<file path="src/rtl/htc_pkg.sv">
// Shared types and constants for the Huffman tree codec.
// No dependencies; every other file of the block but htc_if refers to it.
package htc_pkg;

	localparam int MaxSymbols = 16;
	localparam int WeightBits = 16;
	localparam int NodeCount = 2 * MaxSymbols - 1;
	localparam int IdxW = $clog2(NodeCount + 1);
	localparam int LeafW = $clog2(MaxSymbols + 1);
	localparam int SymW = 8;
	localparam int WInW = 16;
	localparam int NodeWW = 20;
	localparam int CodeW = 15;
	localparam int LenW = 4;
	localparam int QDepth = 2;

	typedef enum logic [1:0] {
		OP_LOAD = 2'd0,
		OP_BUILD = 2'd1,
		OP_ENCODE = 2'd2,
		OP_DECODE = 2'd3
	} op_t;

	typedef enum logic [1:0] {
		ST_OK = 2'd0,
		ST_VALUE = 2'd1,
		ST_ERROR = 2'd2
	} status_t;

	typedef struct packed {
		logic [1:0] operation;
		logic [SymW-1:0] symbol_in;
		logic [WInW-1:0] weight_in;
		logic code_bit;
	} in_item_t;

	typedef struct packed {
		logic [1:0] status;
		logic [SymW-1:0] symbol_out;
		logic [CodeW-1:0] code_value;
		logic [LenW-1:0] code_length;
		logic [NodeWW-1:0] root_weight;
	} out_item_t;

	// Classified command passed from the front to the back.
	typedef struct packed {
		op_t op;
		logic err;
		logic [SymW-1:0] sym;
		logic [NodeWW-1:0] weight;
		logic bit_in;
	} cmd_t;

	typedef enum logic [2:0] {
		BK_IDLE,
		BK_SCAN,
		BK_MERGE,
		BK_FIND,
		BK_WALK,
		BK_OUT
	} bk_state_t;

endpackage

</file>
<file path="src/rtl/htc_if.sv">
// Valid/ready channel interface carrying one payload type.
// Depends on nothing; the payload type is given by the instantiating scope.
interface htc_if #(parameter type T = logic) (input logic clk);
	logic valid;
	logic ready;
	T data;
	modport source (output valid, output data, input ready);
	modport sink (input valid, input data, output ready);
endinterface

</file>
<file path="src/rtl/htc_front.sv">
// Front part: accepts items, checks them against leaf count and built flag.
// Depends on htc_pkg and htc_if.
module htc_front (
	input logic clk,
	input logic arst_n,
	htc_if.sink in_ch,
	output htc_pkg::cmd_t cmd,
	output logic cmd_valid,
	input logic cmd_ready
);

	logic [htc_pkg::LeafW-1:0] leaf_cnt_q;
	logic built_q;
	htc_pkg::in_item_t it;
	logic xfer;

	assign it = in_ch.data;
	assign in_ch.ready = cmd_ready;
	assign cmd_valid = in_ch.valid;
	assign xfer = in_ch.valid && cmd_ready;

	// Classify the item; errors are decided here from front-side state.
	always_comb begin
		cmd.op = htc_pkg::op_t'(it.operation);
		cmd.sym = it.symbol_in;
		cmd.weight = htc_pkg::NodeWW'(it.weight_in[htc_pkg::WeightBits-1:0]);
		cmd.bit_in = it.code_bit;
		unique case (cmd.op)
			htc_pkg::OP_LOAD: cmd.err = (leaf_cnt_q == htc_pkg::LeafW'(htc_pkg::MaxSymbols));
			htc_pkg::OP_BUILD: cmd.err = (leaf_cnt_q < htc_pkg::LeafW'(2));
			default: cmd.err = !built_q;
		endcase
	end

	// Leaf count and built flag follow the accepted items in order.
	always_ff @(posedge clk or negedge arst_n) begin
		if (!arst_n) begin
			leaf_cnt_q <= '0;
			built_q <= 1'b0;
		end else if (xfer && !cmd.err) begin
			if (cmd.op == htc_pkg::OP_LOAD) begin
				leaf_cnt_q <= leaf_cnt_q + 1'b1;
				built_q <= 1'b0;
			end else if (cmd.op == htc_pkg::OP_BUILD) begin
				built_q <= 1'b1;
			end
		end
	end

`ifndef SYNTHESIS
	a_cnt_bound: assert property (@(posedge clk) disable iff (!arst_n)
		leaf_cnt_q <= htc_pkg::LeafW'(htc_pkg::MaxSymbols)) else $error("leaf count overflow");
	a_built_needs: assert property (@(posedge clk) disable iff (!arst_n)
		built_q |-> leaf_cnt_q >= htc_pkg::LeafW'(2)) else $error("built with few leaves");
	a_load_clears: assert property (@(posedge clk) disable iff (!arst_n)
		(xfer && !cmd.err && cmd.op == htc_pkg::OP_LOAD) |=> !built_q)
		else $error("load left tree built");
`endif

endmodule

</file>
<file path="src/rtl/htc_queue.sv">
// Short command queue between the front and the back.
// Depends on htc_pkg.
module htc_queue (
	input logic clk,
	input logic arst_n,
	input htc_pkg::cmd_t wr_data,
	input logic wr_valid,
	output logic wr_ready,
	output htc_pkg::cmd_t rd_data,
	output logic rd_valid,
	input logic rd_ready
);

	htc_pkg::cmd_t mem_q [htc_pkg::QDepth];
	logic wp_q, rp_q;
	logic [1:0] cnt_q;
	logic push, pop;

	assign wr_ready = (cnt_q != 2'(htc_pkg::QDepth));
	assign rd_valid = (cnt_q != 2'd0);
	assign rd_data = mem_q[rp_q];
	assign push = wr_valid && wr_ready;
	assign pop = rd_valid && rd_ready;

	// Entry storage.
	always_ff @(posedge clk) begin
		if (push) begin
			mem_q[wp_q] <= wr_data;
		end
	end

	// Pointers and fill count.
	always_ff @(posedge clk or negedge arst_n) begin
		if (!arst_n) begin
			wp_q <= 1'b0;
			rp_q <= 1'b0;
			cnt_q <= '0;
		end else begin
			if (push) wp_q <= ~wp_q;
			if (pop) rp_q <= ~rp_q;
			cnt_q <= cnt_q + 2'(push) - 2'(pop);
		end
	end

`ifndef SYNTHESIS
	a_no_over: assert property (@(posedge clk) disable iff (!arst_n)
		cnt_q <= 2'(htc_pkg::QDepth)) else $error("queue overflow");
	a_ptr_cnt: assert property (@(posedge clk) disable iff (!arst_n)
		(cnt_q == 2'd1) |-> (wp_q != rp_q)) else $error("pointer mismatch");
	a_empty_eq: assert property (@(posedge clk) disable iff (!arst_n)
		(cnt_q == 2'd0) |-> (wp_q == rp_q)) else $error("pointer mismatch on empty");
`endif

endmodule

</file>
<file path="src/rtl/htc_back.sv">
// Back part: node table, build scan, encode walk, decode step, output register.
// Depends on htc_pkg and htc_if.
module htc_back (
	input logic clk,
	input logic arst_n,
	input htc_pkg::cmd_t cmd,
	input logic cmd_valid,
	output logic cmd_ready,
	htc_if.source out_ch
);

	localparam int IW = htc_pkg::IdxW;
	localparam int LW = htc_pkg::LeafW;

	logic [htc_pkg::NodeWW-1:0] wt_q [htc_pkg::NodeCount];
	logic [IW-1:0] lft_q [htc_pkg::NodeCount];
	logic [IW-1:0] rgt_q [htc_pkg::NodeCount];
	logic [IW-1:0] par_q [htc_pkg::NodeCount];
	logic used_q [htc_pkg::NodeCount];
	logic [htc_pkg::SymW-1:0] lsym_q [htc_pkg::MaxSymbols];

	logic [LW-1:0] nleaf_q;
	logic [IW-1:0] pos_q;
	htc_pkg::bk_state_t st_q, st_d;
	logic [IW-1:0] top_q, j_q, a_q, b_q;
	logic ha_q, hb_q;
	logic [htc_pkg::SymW-1:0] sym_q;
	logic [htc_pkg::CodeW-1:0] code_q;
	logic [htc_pkg::LenW-1:0] len_q;
	htc_pkg::out_item_t res_q;
	logic full_q;

	logic [IW-1:0] root;
	logic take;
	logic [IW-1:0] nxt;
	htc_pkg::out_item_t res_new;

	assign root = IW'({nleaf_q, 1'b0}) - IW'(2);
	assign out_ch.valid = full_q;
	assign out_ch.data = res_q;
	assign cmd_ready = (st_q == htc_pkg::BK_IDLE) && !full_q;
	assign take = cmd_valid && cmd_ready;
	assign nxt = cmd.bit_in ? rgt_q[pos_q] : lft_q[pos_q];

	// Next state of the sequencer.
	always_comb begin
		st_d = st_q;
		unique case (st_q)
			htc_pkg::BK_IDLE: begin
				if (take && !cmd.err) begin
					if (cmd.op == htc_pkg::OP_BUILD) st_d = htc_pkg::BK_SCAN;
					else if (cmd.op == htc_pkg::OP_ENCODE) st_d = htc_pkg::BK_FIND;
				end
			end
			htc_pkg::BK_SCAN: if (j_q == top_q) st_d = htc_pkg::BK_MERGE;
			htc_pkg::BK_MERGE: begin
				if (top_q == root) st_d = htc_pkg::BK_OUT;
				else st_d = htc_pkg::BK_SCAN;
			end
			htc_pkg::BK_FIND: begin
				if (j_q == IW'(nleaf_q)) st_d = htc_pkg::BK_OUT;
				else if (lsym_q[j_q[LW-2:0]] == sym_q) st_d = htc_pkg::BK_WALK;
			end
			htc_pkg::BK_WALK: if (a_q == root) st_d = htc_pkg::BK_OUT;
			htc_pkg::BK_OUT: if (!full_q) st_d = htc_pkg::BK_IDLE;
			default: st_d = htc_pkg::BK_IDLE;
		endcase
	end

	always_ff @(posedge clk or negedge arst_n) begin
		if (!arst_n) st_q <= htc_pkg::BK_IDLE;
		else st_q <= st_d;
	end

	// Result of a transfer as it is taken; build and encode fill theirs in later.
	always_comb begin
		res_new = '0;
		res_new.status = htc_pkg::ST_ERROR;
		if (!cmd.err) begin
			unique case (cmd.op)
				htc_pkg::OP_LOAD: res_new.status = htc_pkg::ST_OK;
				htc_pkg::OP_DECODE: begin
					if (nxt < IW'(nleaf_q)) begin
						res_new.status = htc_pkg::ST_VALUE;
						res_new.symbol_out = lsym_q[nxt[LW-2:0]];
					end else begin
						res_new.status = htc_pkg::ST_OK;
					end
				end
				default: ;
			endcase
		end
	end

	// Control registers and result register.
	always_ff @(posedge clk or negedge arst_n) begin
		if (!arst_n) begin
			nleaf_q <= '0;
			pos_q <= '0;
			full_q <= 1'b0;
		end else begin
			if (full_q && out_ch.ready) full_q <= 1'b0;
			if (take) begin
				if (cmd.err) begin
					full_q <= 1'b1;
				end else if (cmd.op == htc_pkg::OP_LOAD) begin
					nleaf_q <= nleaf_q + 1'b1;
					pos_q <= '0;
					full_q <= 1'b1;
				end else if (cmd.op == htc_pkg::OP_DECODE) begin
					full_q <= 1'b1;
					if (nxt < IW'(nleaf_q)) pos_q <= root;
					else pos_q <= nxt;
				end
			end
			if (st_q == htc_pkg::BK_MERGE && top_q == root) pos_q <= root;
			if (st_q == htc_pkg::BK_OUT && !full_q) full_q <= 1'b1;
		end
	end

	// Datapath: table writes, scan and walk registers, result forming.
	always_ff @(posedge clk) begin
		if (take) begin
			res_q <= res_new;
			sym_q <= cmd.sym;
			j_q <= '0;
			ha_q <= 1'b0;
			hb_q <= 1'b0;
			top_q <= IW'(nleaf_q);
			code_q <= '0;
			len_q <= '0;
			for (int i = 0; i < htc_pkg::MaxSymbols; i++) begin
				if (!cmd.err && cmd.op == htc_pkg::OP_BUILD && i < int'(nleaf_q)) used_q[i] <= 1'b0;
			end
			if (!cmd.err && cmd.op == htc_pkg::OP_LOAD) begin
				wt_q[nleaf_q] <= cmd.weight;
				used_q[nleaf_q] <= 1'b0;
				lsym_q[nleaf_q[LW-2:0]] <= cmd.sym;
			end
		end
		unique case (st_q)
			htc_pkg::BK_SCAN: begin
				if (j_q != top_q) begin
					if (!used_q[j_q]) begin
						if (!ha_q || wt_q[j_q] < wt_q[a_q]) begin
							b_q <= a_q;
							hb_q <= ha_q;
							a_q <= j_q;
							ha_q <= 1'b1;
						end else if (!hb_q || wt_q[j_q] < wt_q[b_q]) begin
							b_q <= j_q;
							hb_q <= 1'b1;
						end
					end
					j_q <= j_q + 1'b1;
				end
			end
			htc_pkg::BK_MERGE: begin
				wt_q[top_q] <= wt_q[a_q] + wt_q[b_q];
				lft_q[top_q] <= a_q;
				rgt_q[top_q] <= b_q;
				used_q[top_q] <= 1'b0;
				par_q[a_q] <= top_q;
				par_q[b_q] <= top_q;
				used_q[a_q] <= 1'b1;
				used_q[b_q] <= 1'b1;
				j_q <= '0;
				ha_q <= 1'b0;
				hb_q <= 1'b0;
				top_q <= top_q + 1'b1;
				if (top_q == root) begin
					res_q <= '{status: htc_pkg::ST_VALUE, symbol_out: '0, code_value: '0,
						code_length: '0, root_weight: wt_q[a_q] + wt_q[b_q]};
				end
			end
			htc_pkg::BK_FIND: begin
				if (j_q != IW'(nleaf_q)) begin
					if (lsym_q[j_q[LW-2:0]] == sym_q) a_q <= j_q;
					else j_q <= j_q + 1'b1;
				end
			end
			htc_pkg::BK_WALK: begin
				if (a_q != root) begin
					if (rgt_q[par_q[a_q]] == a_q) code_q[len_q] <= 1'b1;
					len_q <= len_q + 1'b1;
					a_q <= par_q[a_q];
				end else begin
					res_q <= '{status: htc_pkg::ST_VALUE, symbol_out: '0, code_value: code_q,
						code_length: len_q, root_weight: '0};
				end
			end
			default: ;
		endcase
	end

`ifndef SYNTHESIS
	a_take_idle: assert property (@(posedge clk) disable iff (!arst_n)
		take |-> st_q == htc_pkg::BK_IDLE) else $error("item taken while busy");
	a_pos_range: assert property (@(posedge clk) disable iff (!arst_n)
		pos_q < IW'(htc_pkg::NodeCount)) else $error("decode position out of range");
	a_out_hold: assert property (@(posedge clk) disable iff (!arst_n)
		(full_q && !out_ch.ready) |=> full_q) else $error("result dropped");
`endif

endmodule

</file>
<file path="src/rtl/huffman_tree_codec.sv">
// Top level of the Huffman tree codec: front, command queue and back.
// Depends on htc_pkg, htc_if, htc_front, htc_queue and htc_back.
//
//   channel   direction   payload
//   in_ch     sink        operation, symbol_in, weight_in, code_bit
//   out_ch    source      status, symbol_out, code_value, code_length, root_weight
//
// The back sequencer handles one item at a time.
// Build runs a serial minimum scan over the nodes before each merge.
// Encode runs a symbol search over the leaves, then a parent walk that adds one code bit per step.
// Reset clears leaf count, built flag, decode position and all handshake state.
// A stalled result holds the back, and the two-entry queue then fills and stalls the input.
module huffman_tree_codec (
	input logic clk,
	input logic arst_n,
	htc_if.sink in_ch,
	htc_if.source out_ch
);

	htc_pkg::cmd_t f_cmd, b_cmd;
	logic f_valid, f_ready, b_valid, b_ready;

	htc_front u_front (
		.clk(clk), .arst_n(arst_n), .in_ch(in_ch),
		.cmd(f_cmd), .cmd_valid(f_valid), .cmd_ready(f_ready)
	);

	htc_queue u_queue (
		.clk(clk), .arst_n(arst_n),
		.wr_data(f_cmd), .wr_valid(f_valid), .wr_ready(f_ready),
		.rd_data(b_cmd), .rd_valid(b_valid), .rd_ready(b_ready)
	);

	htc_back u_back (
		.clk(clk), .arst_n(arst_n),
		.cmd(b_cmd), .cmd_valid(b_valid), .cmd_ready(b_ready), .out_ch(out_ch)
	);

endmodule
</file>
<file path="src/flat_wrapper.sv">
// flat-port wrapper written by rule: the top's interface ports become plain ports
module huffman_tree_codec_flat 
  (clk, arst_n, in_ch_valid, in_ch_data, in_ch_ready, out_ch_valid, out_ch_data, out_ch_ready);
  htc_if in_ch_i (.clk(clk));
  htc_if out_ch_i (.clk(clk));
  input logic clk;
  input logic arst_n;
  input wire logic [$bits(in_ch_i.valid)-1:0] in_ch_valid;
  input wire logic [$bits(in_ch_i.data)-1:0] in_ch_data;
  output wire logic [$bits(in_ch_i.ready)-1:0] in_ch_ready;
  output wire logic [$bits(out_ch_i.valid)-1:0] out_ch_valid;
  output wire logic [$bits(out_ch_i.data)-1:0] out_ch_data;
  input wire logic [$bits(out_ch_i.ready)-1:0] out_ch_ready;
  assign in_ch_i.valid = in_ch_valid;
  assign in_ch_i.data = in_ch_data;
  assign in_ch_ready = in_ch_i.ready;
  assign out_ch_valid = out_ch_i.valid;
  assign out_ch_data = out_ch_i.data;
  assign out_ch_i.ready = out_ch_ready;
  huffman_tree_codec u_core (.clk(clk), .arst_n(arst_n), .in_ch(in_ch_i), .out_ch(out_ch_i));
endmodule
</file>
<file path="config.mk">
export PLATFORM = sky130hd
export DESIGN_NAME = huffman_tree_codec_flat
export DESIGN_NICKNAME = d
export VERILOG_FILES = /design/src/rtl/htc_pkg.sv /design/src/rtl/htc_if.sv /design/src/rtl/htc_front.sv /design/src/rtl/htc_queue.sv /design/src/rtl/htc_back.sv /design/src/rtl/huffman_tree_codec.sv /design/src/flat_wrapper.sv
export SDC_FILE = /design/constraint.sdc
export NUM_CORES = 2
export LEC_CHECK = 0
export ABC_CLOCK_PERIOD_IN_PS = 6100
export BUFFER_PORTS_ARGS = -buffer_cell sky130_fd_sc_hd__buf_2
export CORE_AREA = 2 2 334 336
export DETAILED_ROUTE_END_ITERATION = 12
export DIE_AREA = 0 0 336 338
export GPL_TIMING_DRIVEN = 0
export HOLD_SLACK_MARGIN = 0.1
export PLACE_DENSITY = 0.65
export SYNTH_ARGS = -nofsm -noshare
export SYNTH_HDL_FRONTEND = slang
export SYNTH_SLANG_ARGS = --single-unit
</file>
<file path="constraint.sdc">
create_clock -name clk -period 6.1 [get_ports clk]
set_input_delay 1.22 -clock clk [delete_from_list [all_inputs] [get_ports clk]]
set_output_delay 1.22 -clock clk [all_outputs]
set_load 0.005 [all_outputs]
</file>
==> run metrics <==
fraction of layout cells with a size suffix above 1=0.3270; Period Utilization, post-route=1.018; Die W=between 300 and 400 microns; Vias=29,900; CTS max path bufs=3; core area=around 0.11 sq mm; Max-Cap Viols=0; starting density of the core=0.4164; drt drc=0; DIE HEIGHT=338 microns; Total GRT Usage=0.2786; I/O pins=8; Crit path arrival time=6.75 ns; Skew-Pair Late Insertion Delay=0.70 ns; Max Transition Viols Final=0; minimum clock period=between 6 and 7 ns; Post-DRT Antenna Nets=0; hold crit path type=in -> async; Total Nets Final=roughly 2,900; Port Buffer Count=6; multi-input logic area=0.01985 sq mm; drt total wl=157.0 mm; global-route wire length before repair=220.8 mm; Post-synth EDFFs=792; H-tree lvl count=3; GP Congestion=0.9675; library cells used by synthesis=between 60 and 70; Synth top area share=0.5190; die area=0.1136 sq mm; Sequential Area=0.02523 sq mm; grt ovf=0; placed cell count=4,257; post-synthesis sequential area ratio=0.5506; CP Capture Type=register; post-route setup slack=-0.1122 ns; Max Freq=0.1610 GHz; final setup fails=11; maximum vdd drop=0.3085 mV; routed len/inst=35.38 microns; fill count=slightly above 9,000; Mapped Cells=2,718; vias per inst=6.741; number of global-route vias before repair=between 30,000 and 40,000; Pwr Density=256.9 mW/mm^2; CTS tree=done; post-layout util=0.4761; Worst Tran Pin Value=between 1 and 1.5 ns; Post-synth ARST share=0.02093; count leader, synth=edfxtp_1; CTS Buf Count=93; Yosys reg bits=860; DR iter-0 viols=4,556; Area Overhead vs Synth=14.34%; Setup Skew=0.02900 ns; largest net degree at the start of global routing=39; Crit Path Category=reg -> reg; startpoint types=register; clock sink count=between 800 and 900; WP data required=6.64 ns; P_leak=19.03 nW; Clk pin slew, worst setup/hold paths=approximately 0.060 ns; outcome=finished with violations; Synth Net Count=2,789; HPWL after DPL=109.8 mm; commonest cells in the netlist=792 x edfxtp_1, 585 x mux4_2, 209 x nand2_1, 166 x o21ai_0, 128 x nor2_1; number of synthesis warnings=0; main area contributors after synthesis=edfxtp_1 52%, mux4_2 29%, dfxtp_1 2.2%; final std cells w/o fill=between 4,000 and 5,000; Fin. Hold Viols=0; Rel. slew slack=0.05868; failing checks=setup timing; post-synth top area cell=edfxtp_1; antenna violations before repair=0; number of diodes=0; Synth Cell Area=0.04583 sq mm; Max FO, Critical Path=10; first-pass iteration count of the detailed router=6; Clock Tree Root=clkbuf_16; syn avg cell area=16.86 sq um; FP Rows=roughly 120; Primary FF master, synth=edfxtp_1
## per-layer routing
layer / GRT usage / vias to the layer above / share of wire
met5: 0 / - / 0
met4: 0.1548 / 0 / 0.065
met3: 0.06516 / 454 / 0.11
met2: 0.4409 / 2212 / 0.47
met1: 0.3564 / 15620 / 0.36
li1: - / 11620 / -
## worst max-delay path: stages (launching register included)
cell and delay, ns:
dfxtp_1 0.56, clkbuf_4 0.36, buf_4 0.38, buf_2 0.36, buf_2 0.50, mux4_2 0.39, mux4_2 0.57, nand2_1 0.12
nand2_1 0.11, ha_1 0.31, nand2_1 0.07, nor3_1 0.55, o211ai_1 0.44, a41oi_1 0.34, o21ai_2 0.16, a21o_1 0.20
buf_2 0.20, mux2_1 0.39
## logic make-up after synthesis
group	share of synthesized area
AOI/OAI and AO/OA	0.04098
DFF	0.5506
buffers and inverters	0.02463
and+or+nand+nor	0.04641
muxes	0.3100
xor gates and xnor gates	0.009174
adders and majority gates	0.01818
## flip-flops by register name (all words and copies together) (netlist names), 5 cells and up, named ones only
register	cells
u_core.u_back.b_q	5
u_core.u_back.top_q	5
u_core.u_back.a_q	5
u_core.u_back.par_q	155
u_core.u_back.nleaf_q	5
u_core.u_back.wt_q	620
u_core.u_back.j_q	5
u_core.u_back.used_q	32
u_core.u_front.leaf_cnt_q	5
## report_power, final
part / internal (mW) / switching, mW / leakage (nW) / total, mW
clock: 3.05 / 2.40 / 1.41 / 5.45
sequential: 6.71 / 0.234 / 9.08 / 6.95
combinational: 0.352 / 0.713 / 8.54 / 1.06
total: 10.1 / 3.35 / 19.0 / 13.5
## through the flow
step / power, mW / setup TNS, ns / worst slack (ns) / area, sq um / hold slack [ns]
2_1_floorplan: 7.558 / 0 / 0.2941 / 45830 / 0.4381
3_3_place_gp: 7.941 / -1018.76 / -3.673 / 47730 / 0.4540
3_5_place_dp: 8.099 / -506.90 / -2.579 / 48870 / 0.4679
4_1_cts: 13.48 / 0 / 0.002350 / 52180 / 0.4695
5_1_grt: 13.83 / -0.05781 / -0.04501 / 52400 / 0.4919
6_report: 13.46 / -0.5460 / -0.1122 / 52400 / 0.4744
## cells in the final DEF (no fill, tap or decap), drive strengths merged, types with 5 or more instances in the layout
| master | count |
|---|---|
| mux2i | 94 |
| a211oi | 13 |
| nand2 | 209 |
| inv | 75 |
| a22oi | 38 |
| a21o | 11 |
| o21ai | 171 |
| dfxtp | 50 |
| nor3 | 24 |
| dfrtp | 18 |
| clkinv | 44 |
| xor2 | 21 |
| and3b | 5 |
| and3 | 10 |
| nand3b | 6 |
| nor3b | 7 |
| nand3 | 19 |
| a21oi | 26 |
| buf | 144 |
| clkbuf | 231 |
| nor4 | 7 |
| nor2 | 128 |
| nand4 | 13 |
| edfxtp | 792 |
| xnor2 | 27 |
| a222oi | 5 |
| mux2 | 8 |
| nand2b | 15 |
| ha | 65 |
| o211ai | 8 |
| mux4 | 585 |
| and2 | 24 |
## repair_timing
action,4_1_cts,5_1_grt
hold buffers,0,0
setup buffers,0,5
hold endpoints to repair,0,0
gates cloned,1,0
pin swaps,1,3
gates resized for setup,205,89
endpoints found under the setup margin,565,235
## final timing paths
kind | from | to | depth (start not counted) | slack [ns]
min reg2reg | u_core.u_front.leaf_cnt_q[4] | u_core.u_front.leaf_cnt_q[4] | 1 | 0.48
min in group clk | u_core.u_front.leaf_cnt_q[4] | u_core.u_front.leaf_cnt_q[4] | 1 | 0.48
min | arst_n | u_core.u_front.leaf_cnt_q[2] | 1 | 0.47
max in group asynchronous | arst_n | u_core.u_back.nleaf_q[1] | 1 | 5.30
max | u_core.u_back.j_q[1] | register | 17 | -0.11
max reg2reg | u_core.u_back.j_q[1] | register | 17 | -0.11
## final cells by class
class | instances | share of cell area
clock inverters | 55 | 0.008286
inverters | 70 | 0.005014
repair buffers | 57 | 0.01860
clock buffers | 117 | 0.04714
well taps | 1488 | 0.03553
plain buffers | 204 | 0.02505
multi-input cells | 1585 | 0.3788
flip-flops and latches | 860 | 0.4816
No activity file was read; power rests on OpenSTA's default activity.
